`src/hw/rtl/rcfcf_pkg.sv`:
```
// shared types and constants for the rc frame change filter
package rcfcf_pkg;

    localparam int FRAME_LEN = 7;
    localparam int HELD_LEN = FRAME_LEN - 1;
    localparam int NUM_CH = 4;
    localparam int FILL_W = $clog2(HELD_LEN + 1);
    localparam int SEL_W = $clog2(NUM_CH);

    localparam logic [5:0] CODE_BASE = 6'd32;

    localparam logic [7:0] BEGIN_MARKER_RST = 8'd91;
    localparam logic [7:0] END_MARKER_RST = 8'd93;
    localparam logic [7:0] CONTROL_TYPE_RST = 8'd33;

    localparam logic [1:0] REG_BEGIN_MARKER = 2'd0;
    localparam logic [1:0] REG_END_MARKER = 2'd1;
    localparam logic [1:0] REG_CONTROL_TYPE = 2'd2;

    typedef logic [7:0] byte_t;

    typedef struct packed {
        byte_t begin_marker;
        byte_t end_marker;
        byte_t control_type;
    } cfg_t;

    typedef struct packed {
        logic hit;
        logic [NUM_CH-1:0][7:0] value;
    } cand_t;

endpackage

```
`src/hw/rtl/rcfcf_parse.sv`:
```
// input register, byte window and control frame detection
module rcfcf_parse (
    input  logic            clk,
    input  logic            rst_n,
    input  rcfcf_pkg::cfg_t cfg,
    input  logic            s_tvalid,
    output logic            s_tready,
    input  logic [7:0]      s_tdata,
    input  logic            stall,
    output rcfcf_pkg::cand_t cand
);
    import rcfcf_pkg::*;

    logic                  in_valid_reg;
    byte_t                 in_byte_reg;
    byte_t                 win_reg [HELD_LEN];
    byte_t                 win_next [HELD_LEN];
    logic [FILL_W-1:0]     fill_reg;
    logic [FILL_W-1:0]     fill_next;
    logic                  proc_fire;
    logic                  full;
    logic                  frame;

    assign proc_fire = in_valid_reg && !stall;
    assign s_tready = !in_valid_reg || proc_fire;
    assign full = (fill_reg == FILL_W'(HELD_LEN));
    assign frame = (win_reg[0] == cfg.begin_marker) && (in_byte_reg == cfg.end_marker);

    always_comb
    begin
        cand.hit = in_valid_reg && full && frame && (win_reg[1] == cfg.control_type);
        for (int i = 0; i < NUM_CH; i++)
        begin
            cand.value[i] = win_reg[2 + i];
        end
    end

    always_comb
    begin
        fill_next = fill_reg;
        for (int i = 0; i < HELD_LEN; i++)
        begin
            win_next[i] = win_reg[i];
        end
        if (proc_fire)
        begin
            if (!full)
            begin
                for (int i = 0; i < HELD_LEN; i++)
                begin
                    if (fill_reg == FILL_W'(i))
                    begin
                        win_next[i] = in_byte_reg;
                    end
                end
                fill_next = fill_reg + FILL_W'(1);
            end
            else if (frame)
            begin
                fill_next = '0;
            end
            else
            begin
                for (int i = 0; i < HELD_LEN - 1; i++)
                begin
                    win_next[i] = win_reg[i + 1];
                end
                win_next[HELD_LEN - 1] = in_byte_reg;
            end
        end
    end

    always_ff @(posedge clk or negedge rst_n)
    begin
        if (!rst_n)
        begin
            in_valid_reg <= 1'b0;
            fill_reg <= '0;
        end
        else
        begin
            if (s_tready)
            begin
                in_valid_reg <= s_tvalid;
            end
            fill_reg <= fill_next;
        end
    end

    always_ff @(posedge clk)
    begin
        if (s_tvalid && s_tready)
        begin
            in_byte_reg <= s_tdata;
        end
        for (int i = 0; i < HELD_LEN; i++)
        begin
            win_reg[i] <= win_next[i];
        end
    end

endmodule

```
`src/hw/rtl/rcfcf_emit.sv`:
```
// per-channel change compare, result buffer and output serializer
module rcfcf_emit (
    input  logic             clk,
    input  logic             rst_n,
    input  rcfcf_pkg::cand_t cand,
    output logic             stall,
    output logic             m_tvalid,
    input  logic             m_tready,
    output logic [5:0]       channel_code,
    output logic [7:0]       channel_value,
    output logic             last_of_run
);
    import rcfcf_pkg::*;

    logic [NUM_CH-1:0]      sent_reg;
    byte_t                  last_val_reg [NUM_CH];
    logic [NUM_CH-1:0]      mask_reg;
    logic [NUM_CH-1:0]      mask_next;
    byte_t                  res_val_reg [NUM_CH];
    logic [NUM_CH-1:0]      changes;
    logic [SEL_W-1:0]       sel;
    logic [NUM_CH-1:0]      sel_oh;
    logic                   take;
    logic                   buf_free;
    logic                   fire;
    logic                   load;

    always_comb
    begin
        for (int i = 0; i < NUM_CH; i++)
        begin
            changes[i] = !sent_reg[i] || (last_val_reg[i] != cand.value[i]);
        end
    end

    // lowest pending channel goes first
    always_comb
    begin
        sel = '0;
        for (int i = NUM_CH - 1; i >= 0; i--)
        begin
            if (mask_reg[i])
            begin
                sel = SEL_W'(i);
            end
        end
    end

    assign sel_oh = NUM_CH'(1) << sel;
    assign m_tvalid = |mask_reg;
    assign take = m_tvalid && m_tready;
    assign last_of_run = ((mask_reg & ~sel_oh) == '0);
    assign channel_code = CODE_BASE + 6'(sel);
    assign channel_value = res_val_reg[sel];

    assign buf_free = (mask_reg == '0) || (take && last_of_run);
    assign stall = cand.hit && (|changes) && !buf_free;
    assign fire = cand.hit && !stall;
    assign load = fire && (|changes);

    always_comb
    begin
        mask_next = mask_reg;
        if (load)
        begin
            mask_next = changes;
        end
        else if (take)
        begin
            mask_next = mask_reg & ~sel_oh;
        end
    end

    always_ff @(posedge clk or negedge rst_n)
    begin
        if (!rst_n)
        begin
            mask_reg <= '0;
            sent_reg <= '0;
            for (int i = 0; i < NUM_CH; i++)
            begin
                last_val_reg[i] <= '0;
            end
        end
        else
        begin
            mask_reg <= mask_next;
            if (fire)
            begin
                sent_reg <= '1;
                for (int i = 0; i < NUM_CH; i++)
                begin
                    last_val_reg[i] <= cand.value[i];
                end
            end
        end
    end

    always_ff @(posedge clk)
    begin
        if (load)
        begin
            for (int i = 0; i < NUM_CH; i++)
            begin
                res_val_reg[i] <= cand.value[i];
            end
        end
    end

endmodule

```
`src/hw/rtl/rc_frame_change_filter_unit.sv`:
```
// top level of the rc frame change filter
//
// takes a received command byte stream on the s_ side, one byte per item,
// and searches it for seven-byte frames: begin marker, type byte, throttle,
// yaw, pitch, roll, end marker. a matched frame is consumed whole; any other
// byte slides the window by one. for a control frame, every channel whose
// value differs from the last one sent (or was never sent) gives one item on
// the m_ side, in channel order, with tlast on the final item of the frame.
// a byte is taken every cycle unless stalled; the first result is offered after the
// closing byte passes the input register and the result buffer, and results leave
// one per cycle while m_tready is high. the four-entry result buffer is the only
// point of contention: a frame with changes waits in the input register (s_tready
// low only then) while earlier results drain; a stalled m_ side holds its item stable.
// reset restores the default markers, empties the window and forgets all
// sent values, so the first control frame emits all four channels.
// cfg_we writes cfg_wdata to register cfg_addr: 0 begin marker,
// 1 end marker, 2 control type; other indexes are ignored.
module rc_frame_change_filter_unit (
    input  logic       clk,
    input  logic       rst_n,
    input  logic       cfg_we,
    input  logic [1:0] cfg_addr,
    input  logic [7:0] cfg_wdata,
    input  logic       s_tvalid,
    output logic       s_tready,
    input  logic [7:0] s_tdata,   // rx_byte
    output logic       m_tvalid,
    input  logic       m_tready,
    output logic [15:0] m_tdata,  // channel_code [5:0], channel_value [13:6], zero pad
    output logic       m_tlast
);
    import rcfcf_pkg::*;

    cfg_t       cfg_reg;
    cand_t      cand;
    logic       stall;
    logic [5:0] channel_code;
    logic [7:0] channel_value;

    always_ff @(posedge clk or negedge rst_n)
    begin
        if (!rst_n)
        begin
            cfg_reg.begin_marker <= BEGIN_MARKER_RST;
            cfg_reg.end_marker <= END_MARKER_RST;
            cfg_reg.control_type <= CONTROL_TYPE_RST;
        end
        else if (cfg_we)
        begin
            unique case (cfg_addr)
                REG_BEGIN_MARKER: cfg_reg.begin_marker <= cfg_wdata;
                REG_END_MARKER:   cfg_reg.end_marker <= cfg_wdata;
                REG_CONTROL_TYPE: cfg_reg.control_type <= cfg_wdata;
                default:          cfg_reg <= cfg_reg;
            endcase
        end
    end

    rcfcf_parse u_parse (
        .clk      (clk),
        .rst_n    (rst_n),
        .cfg      (cfg_reg),
        .s_tvalid (s_tvalid),
        .s_tready (s_tready),
        .s_tdata  (s_tdata),
        .stall    (stall),
        .cand     (cand)
    );

    rcfcf_emit u_emit (
        .clk           (clk),
        .rst_n         (rst_n),
        .cand          (cand),
        .stall         (stall),
        .m_tvalid      (m_tvalid),
        .m_tready      (m_tready),
        .channel_code  (channel_code),
        .channel_value (channel_value),
        .last_of_run   (m_tlast)
    );

    assign m_tdata = {2'b00, channel_value, channel_code};

endmodule
```
`config.mk`:
```
export PLATFORM = sky130hd
export DESIGN_NAME = rc_frame_change_filter_unit
export DESIGN_NICKNAME = d
export VERILOG_FILES = /design/src/hw/rtl/rcfcf_pkg.sv /design/src/hw/rtl/rcfcf_parse.sv /design/src/hw/rtl/rcfcf_emit.sv /design/src/hw/rtl/rc_frame_change_filter_unit.sv
export SDC_FILE = /design/constraint.sdc
export NUM_CORES = 1
export LEC_CHECK = 0
export ABC_AREA = 1
export BUFFER_PORTS_ARGS = -buffer_cell sky130_fd_sc_hd__clkbuf_2
export CORE_ASPECT_RATIO = 0.9
export CORE_MARGIN = 5
export CORE_UTILIZATION = 50
export DETAILED_ROUTE_END_ITERATION = 6
export PLACE_DENSITY = 0.67
export SYNTH_ARGS = -nofsm -noshare
export SYNTH_HDL_FRONTEND = slang
export SYNTH_HIERARCHICAL = 1
export SYNTH_SLANG_ARGS = --single-unit
```
`constraint.sdc`:
```
create_clock -name clk -period 3.1 [get_ports clk]
set_input_delay 0.155 -clock clk [delete_from_list [all_inputs] [get_ports clk]]
set_output_delay 0.155 -clock clk [all_outputs]
set_load 0.02 [all_outputs]
```
* After elaboration in Yosys (flattened, before gate mapping)
Memories as Yosys holds them, arrays and structs flattened. Index checks and enable logic that the tools add are counted.
Cells by class: add/sub/neg operators 2, equality and inequality tests 16, shifts and indexed selects 1, mux-type cells 19, bitwise gates (word level) 2, reduce and logical (&&, ||, !) cells 36
Operator list (count):
- $mux 48 | 3
- $mux 8 | 6
- $ne 8x8->1 | 4
- $eq 8x8->1 | 3
- $logic_and 1x1->1 | 12
- $eq 3x3->1 const B | 3
- $logic_not 4->1 | 2
- $mux 2 | 4
- $mux 4 | 2
- $reduce_and 2->1 | 4
- $reduce_or 4->1 | 2
- $logic_not 1->1 | 7
- $add 6x2->6 const A | 1
- $eq 3x2->1 const B | 2
- $logic_or 1x1->1 | 6
- $mux 3 | 2
- $and 4x4->4 | 1
- $not 4->4 | 1
- $shl 1x2->4 const A | 1
- $add 3x1->3 const B | 1
- $eq 3x1->1 const B | 1
- $logic_not 3->1 | 1
- $eq 2x1->1 const B | 1
- $eq 2x2->1 const B | 1
- 4 further kinds | 5
Word-level totals: flip-flop bits (word level) 73, memory bits (writable) 80, bits of input ports 23, output and inout port bits 19, memories 2
Memory list:
- u_parse.win_reg | depth 6, bits a word 8, rd ports 6, clocked after memory_dff 0, wr ports 6, RTL line rcfcf_parse.sv:16 | byte_t win_reg [HELD_LEN];
- u_emit.res_val_reg | depth 4, bits a word 8, rd ports 1, clocked after memory_dff 0, wr ports 4, RTL line rcfcf_emit.sv:19 | byte_t res_val_reg [NUM_CH];

* Logic depth before layout (Yosys ltp)
depth after elaboration 17, depth in mapped cells 17, gate-level depth less buffers 17

* By module
The synthesis kept the hierarchy.
Modules (own cells, without submodules):
- rcfcf_emit | times used 1, cells an instance 413, area an instance 3435.8 um^2
- rcfcf_parse | times used 1, cells an instance 306, area an instance 2813.9 um^2
- rc_frame_change_filter_unit | times used 1, cells an instance 110, area an instance 1081.0 um^2

* Worst setup path before layout
No wires, ideal clock.
path kind register to register, start register cfg_reg[10] (netlist bit), end memory u_emit/res_val_reg[0][0] (netlist bit), enable pin, setup time 0.387 ns, data arrival time 2.113 ns, required time 2.713 ns, slack 0.600 ns, stages on the path, launching flop included 11, clock period less this slack 2.500 ns, cell sequence dfstp_2 -> inv_1 -> nand2_1 -> nand2_1 -> nor2_1 -> nand2_1 -> nor2_1 -> nand3_1 -> nor2_1 -> nand3_1 -> inv_1
RTL lines:
- from (decl) | RTL line rc_frame_change_filter_unit.sv:34 | cfg_t cfg_reg;
- from (signal assigned) | RTL line rc_frame_change_filter_unit.sv:54 | default: cfg_reg <= cfg_reg;
- to (decl) | RTL line rcfcf_emit.sv:19

==> qor.yml <==
timing:
  fmax_mhz: 369.6
  tightestPinTransition_ns: 0.6000
  final_max_slew_viol_count: 0
  setup-violations-final: 0
  final_hold_viol_count: 0
  worst_clock_skew_ns: 0.01040
  period_share_pct: 87.28
  setup_tns_ns: 0
  slew_headroom_pct: 60.00
  rsz0062_at_grt: "no"
  period_needed_ns: 2.706
synth:
  synthesis.area_sq_um: 7331
  syn_area_per_cell_sq_um: 8.843
  netlist_instances: 829
  synth_top_area_cell: "edfxtp_1"
  synth_edf_count: 88
  ys_warn_count: 6
  synth_ff_type: "edfxtp_1"
  yosysSeqAreaShare_pct: 58.44
  post-synth-top-count-cell: "nand2_1"
  synthArstFlopShare_pct: 42.48
  yosys.cell_types.count: 38
  ys_ff_latch: 153
  synth_commonest_cells: "322 x nand2_1, 100 x inv_1, 88 x edfxtp_1, 69 x nor2_1, 53 x dfrtp_1"
  synth_top_area_share_pct: 36.05
  synthTopCellsByArea: "edfxtp_1 36%, dfrtp_1 18%, nand2_1 16%, inv_1 5.1%, dfstp_2 4.3%"
power:
  switching_power_uw: 1506
  seqPwrFrac_pct: 46.6
  combPwrFrac_pct: 14.5
  switching_share_pct: 27.10
  p_clk_share_pct: 38.9
  p_int_uw: 4049
  power.density_nw_per_um2: 656.5
  power_leakage_uw: 0.003919
  vdd_ir_drop_max_v: 0.0004549
setup_path:
  reg2regPathDepth: 16
  cp-start-kind: "register"
  worst-r2r-setup-slack_ns: 0.39
  cp_cell_sequence: "inv_1 -> nand2_1 -> nand2_1 -> inv_1 -> nand2_1 -> nor2_1 -> nand3_1 -> nor2_1 -> nand2_1 -> nand2_2 -> inv_1 -> nor2_1 -> inv_1 -> a21oi_1 -> nand3_1 -> inv_1"
  crit_cells: 16
  critPathRequiredTime_ns: 3.20
  cp-end-kind: "register"
  crit_path_frequent_cell: "inv_1"
  crit_fanout: 8
  cpPeakStageDelay_ns: 0.42
  cp_top_family: "simple AND/OR/NAND/NOR gates"
  cp.arrival_ns: 2.80
  crit_slowest_cell: "edfxtp_1"
  worstSetupPathType: "register to register"
  path_buf_inv: 5
routing:
  first_pass_iters: 5
  via_per_inst: 4.982
  wirelength_mm: 16.90
  wl_per_cell_um: 15.33
  antenna_left: 0
  drt-initial-drc-count: 531
  vias: 5490
  drc: 0
floorplanning:
  fp.coreArea_sq_um: 14560
  fp.dieArea_sq_um: 17190
  initial_utilization_pct: 50.36
  pin_count: 42
  fp.dieW_um: 137.6
  std_cell_rows: 42
  die_h_um: 124.9
global_route:
  grt_pass1_wl_mm: 26.95
  use_met1_pct: 31.53
  gr-usage-met3_pct: 4.321
  grt_pass1_vias: 5028
  track_usage_pct: 20.84
  grt_use_met2_pct: 29.51
  grt_max_degree: 66
  busiest_layer: "met1"
  antenna_found_initial: 0
  overflow: 0
placement:
  place_hpwl_mm: 11.69
  portBuffers: 35
  place.gp.congestion: 0.8243
  dpl-instance-area_sq_um: 7672
clocking:
  clock-sinks: 153
  clk_path_buf_depth: 2
  path_clk_slew_ns: 0.06
  tritoncts: "done"
  cts-buffers-inserted: 17
  root_buffer: "clkbuf_16"
  h-tree-depth: 4
  clock_latency_ns: 0.43
  cts_setup_buffers: 0
layout:
  largest_register_ffs: 48
  drive_gt1_share_pct: 13.16
  fin_area_sq_um: 8462
  nets: 915
  num_antenna_cells: 0
  syn2layout_area_growth_pct: 15.43
min_path:
  hold_depth: 3
  hold_class: "primary input to register"
run:
  drv_cap: 0
run_status:
  status: "completed"
[metrics by stage]
stage	util (%)	instances	hold slack [ns]	power, uW	worst slack (ns)
2_1_floorplan	-	832	-0.1406	3139	0.6002
3_3_place_gp	52.71	1053	0.2086	3400	0.4871
3_5_place_dp	52.71	1053	0.2109	3410	0.4073
4_1_cts	58.13	1102	0.01120	5595	0.3908
5_1_grt	58.13	1102	0.02706	5813	0.07795
6_report	58.13	1102	0.04053	5555	0.3944
[logic make-up (layout without fill, tap and decap cells)]
kind of cell               count (synthesis)  count (layout)  share of synthesized area, %
AOI/OAI and AO/OA                         69              69                         5.667
xor gates and xnor gates                   8               8                        0.9558
adders and majority gates                  1               1                        0.1707
buffers and inverters                    134             206                         8.551
DFF                                      153             153                         58.44
other                                      3               6                        0.1536
and+or+nand+nor                          461             461                         26.06
[area by class of cell]
class                           instances  area (sq um)
Inverter                              109         411.6
Timing Repair Buffer                   65         467.9
Tap cell                              198         247.7
Multi-Input combinational cell        545          2431
Clock buffer                           19         442.9
Fill cell                            1272          6095
Sequential cell                       153          4284
Clock inverter                         13         176.4
[placed cells by master, fill, tap and decap left out, drive strengths merged, types with 2 or more instances in the layout]
cell type,instances
dfrtp,53
clkinv,7
nor3,3
o32ai,8
nand3,33
nor2,71
edfxtp,88
dfstp,12
clkbuf,53
o22ai,2
a21oi,10
inv,109
xor2,5
clkinvlp,2
dlygate4sd3,17
conb,6
bufinv,4
nand4,21
buf,14
o21ai,48
nand2,327
xnor2,3
or2,2
[power by group through the flow]
stage               clock [uW]  sequential (uW)  combinational (uW)
global route              2290             2610                 910
CTS                       2200             2590                 801
floorplan                    0             2570                 574
detailed placement           0             2630                 779
finish                    2160             2590                 805
global placement             0             2620                 775
[timing repair]
item / CTS / global route
resized for setup: 0 / 0
hold buffers: 17 / 0
hold endpoints to repair: 74 / 0
[tightest hold or removal path, delay by kind of cell]
family / cells / cell delay [ns]
buf+inv: 1 / 0.12
simple gates: 2 / 0.15
[worst paths after layout]
check	endpoint	from
max	u_parse/win_reg[5][5]	u_parse/win_reg[3][1]
min	cfg_reg[7]	cfg_wdata[7]
min reg2reg	cfg_reg[10]	cfg_reg[10]
max in group asynchronous	cfg_reg[22]	rst_n
min in group asynchronous	cfg_reg[13]	rst_n
max reg2reg	u_parse/win_reg[5][5]	u_parse/win_reg[3][1]
[layer usage]
| layer | routed length, um | part of all wire, % | up-vias |
|---|---|---|---|
| li1 | - | - | 2765 |
| met1 | 7890 | 47 | 2497 |
| met2 | 7396 | 44 | 211 |
| met3 | 1308 | 7.7 | 17 |
| met4 | 299 | 1.8 | 0 |
| met5 | 0 | 0 | - |
(Power assumes the default switching activity.)
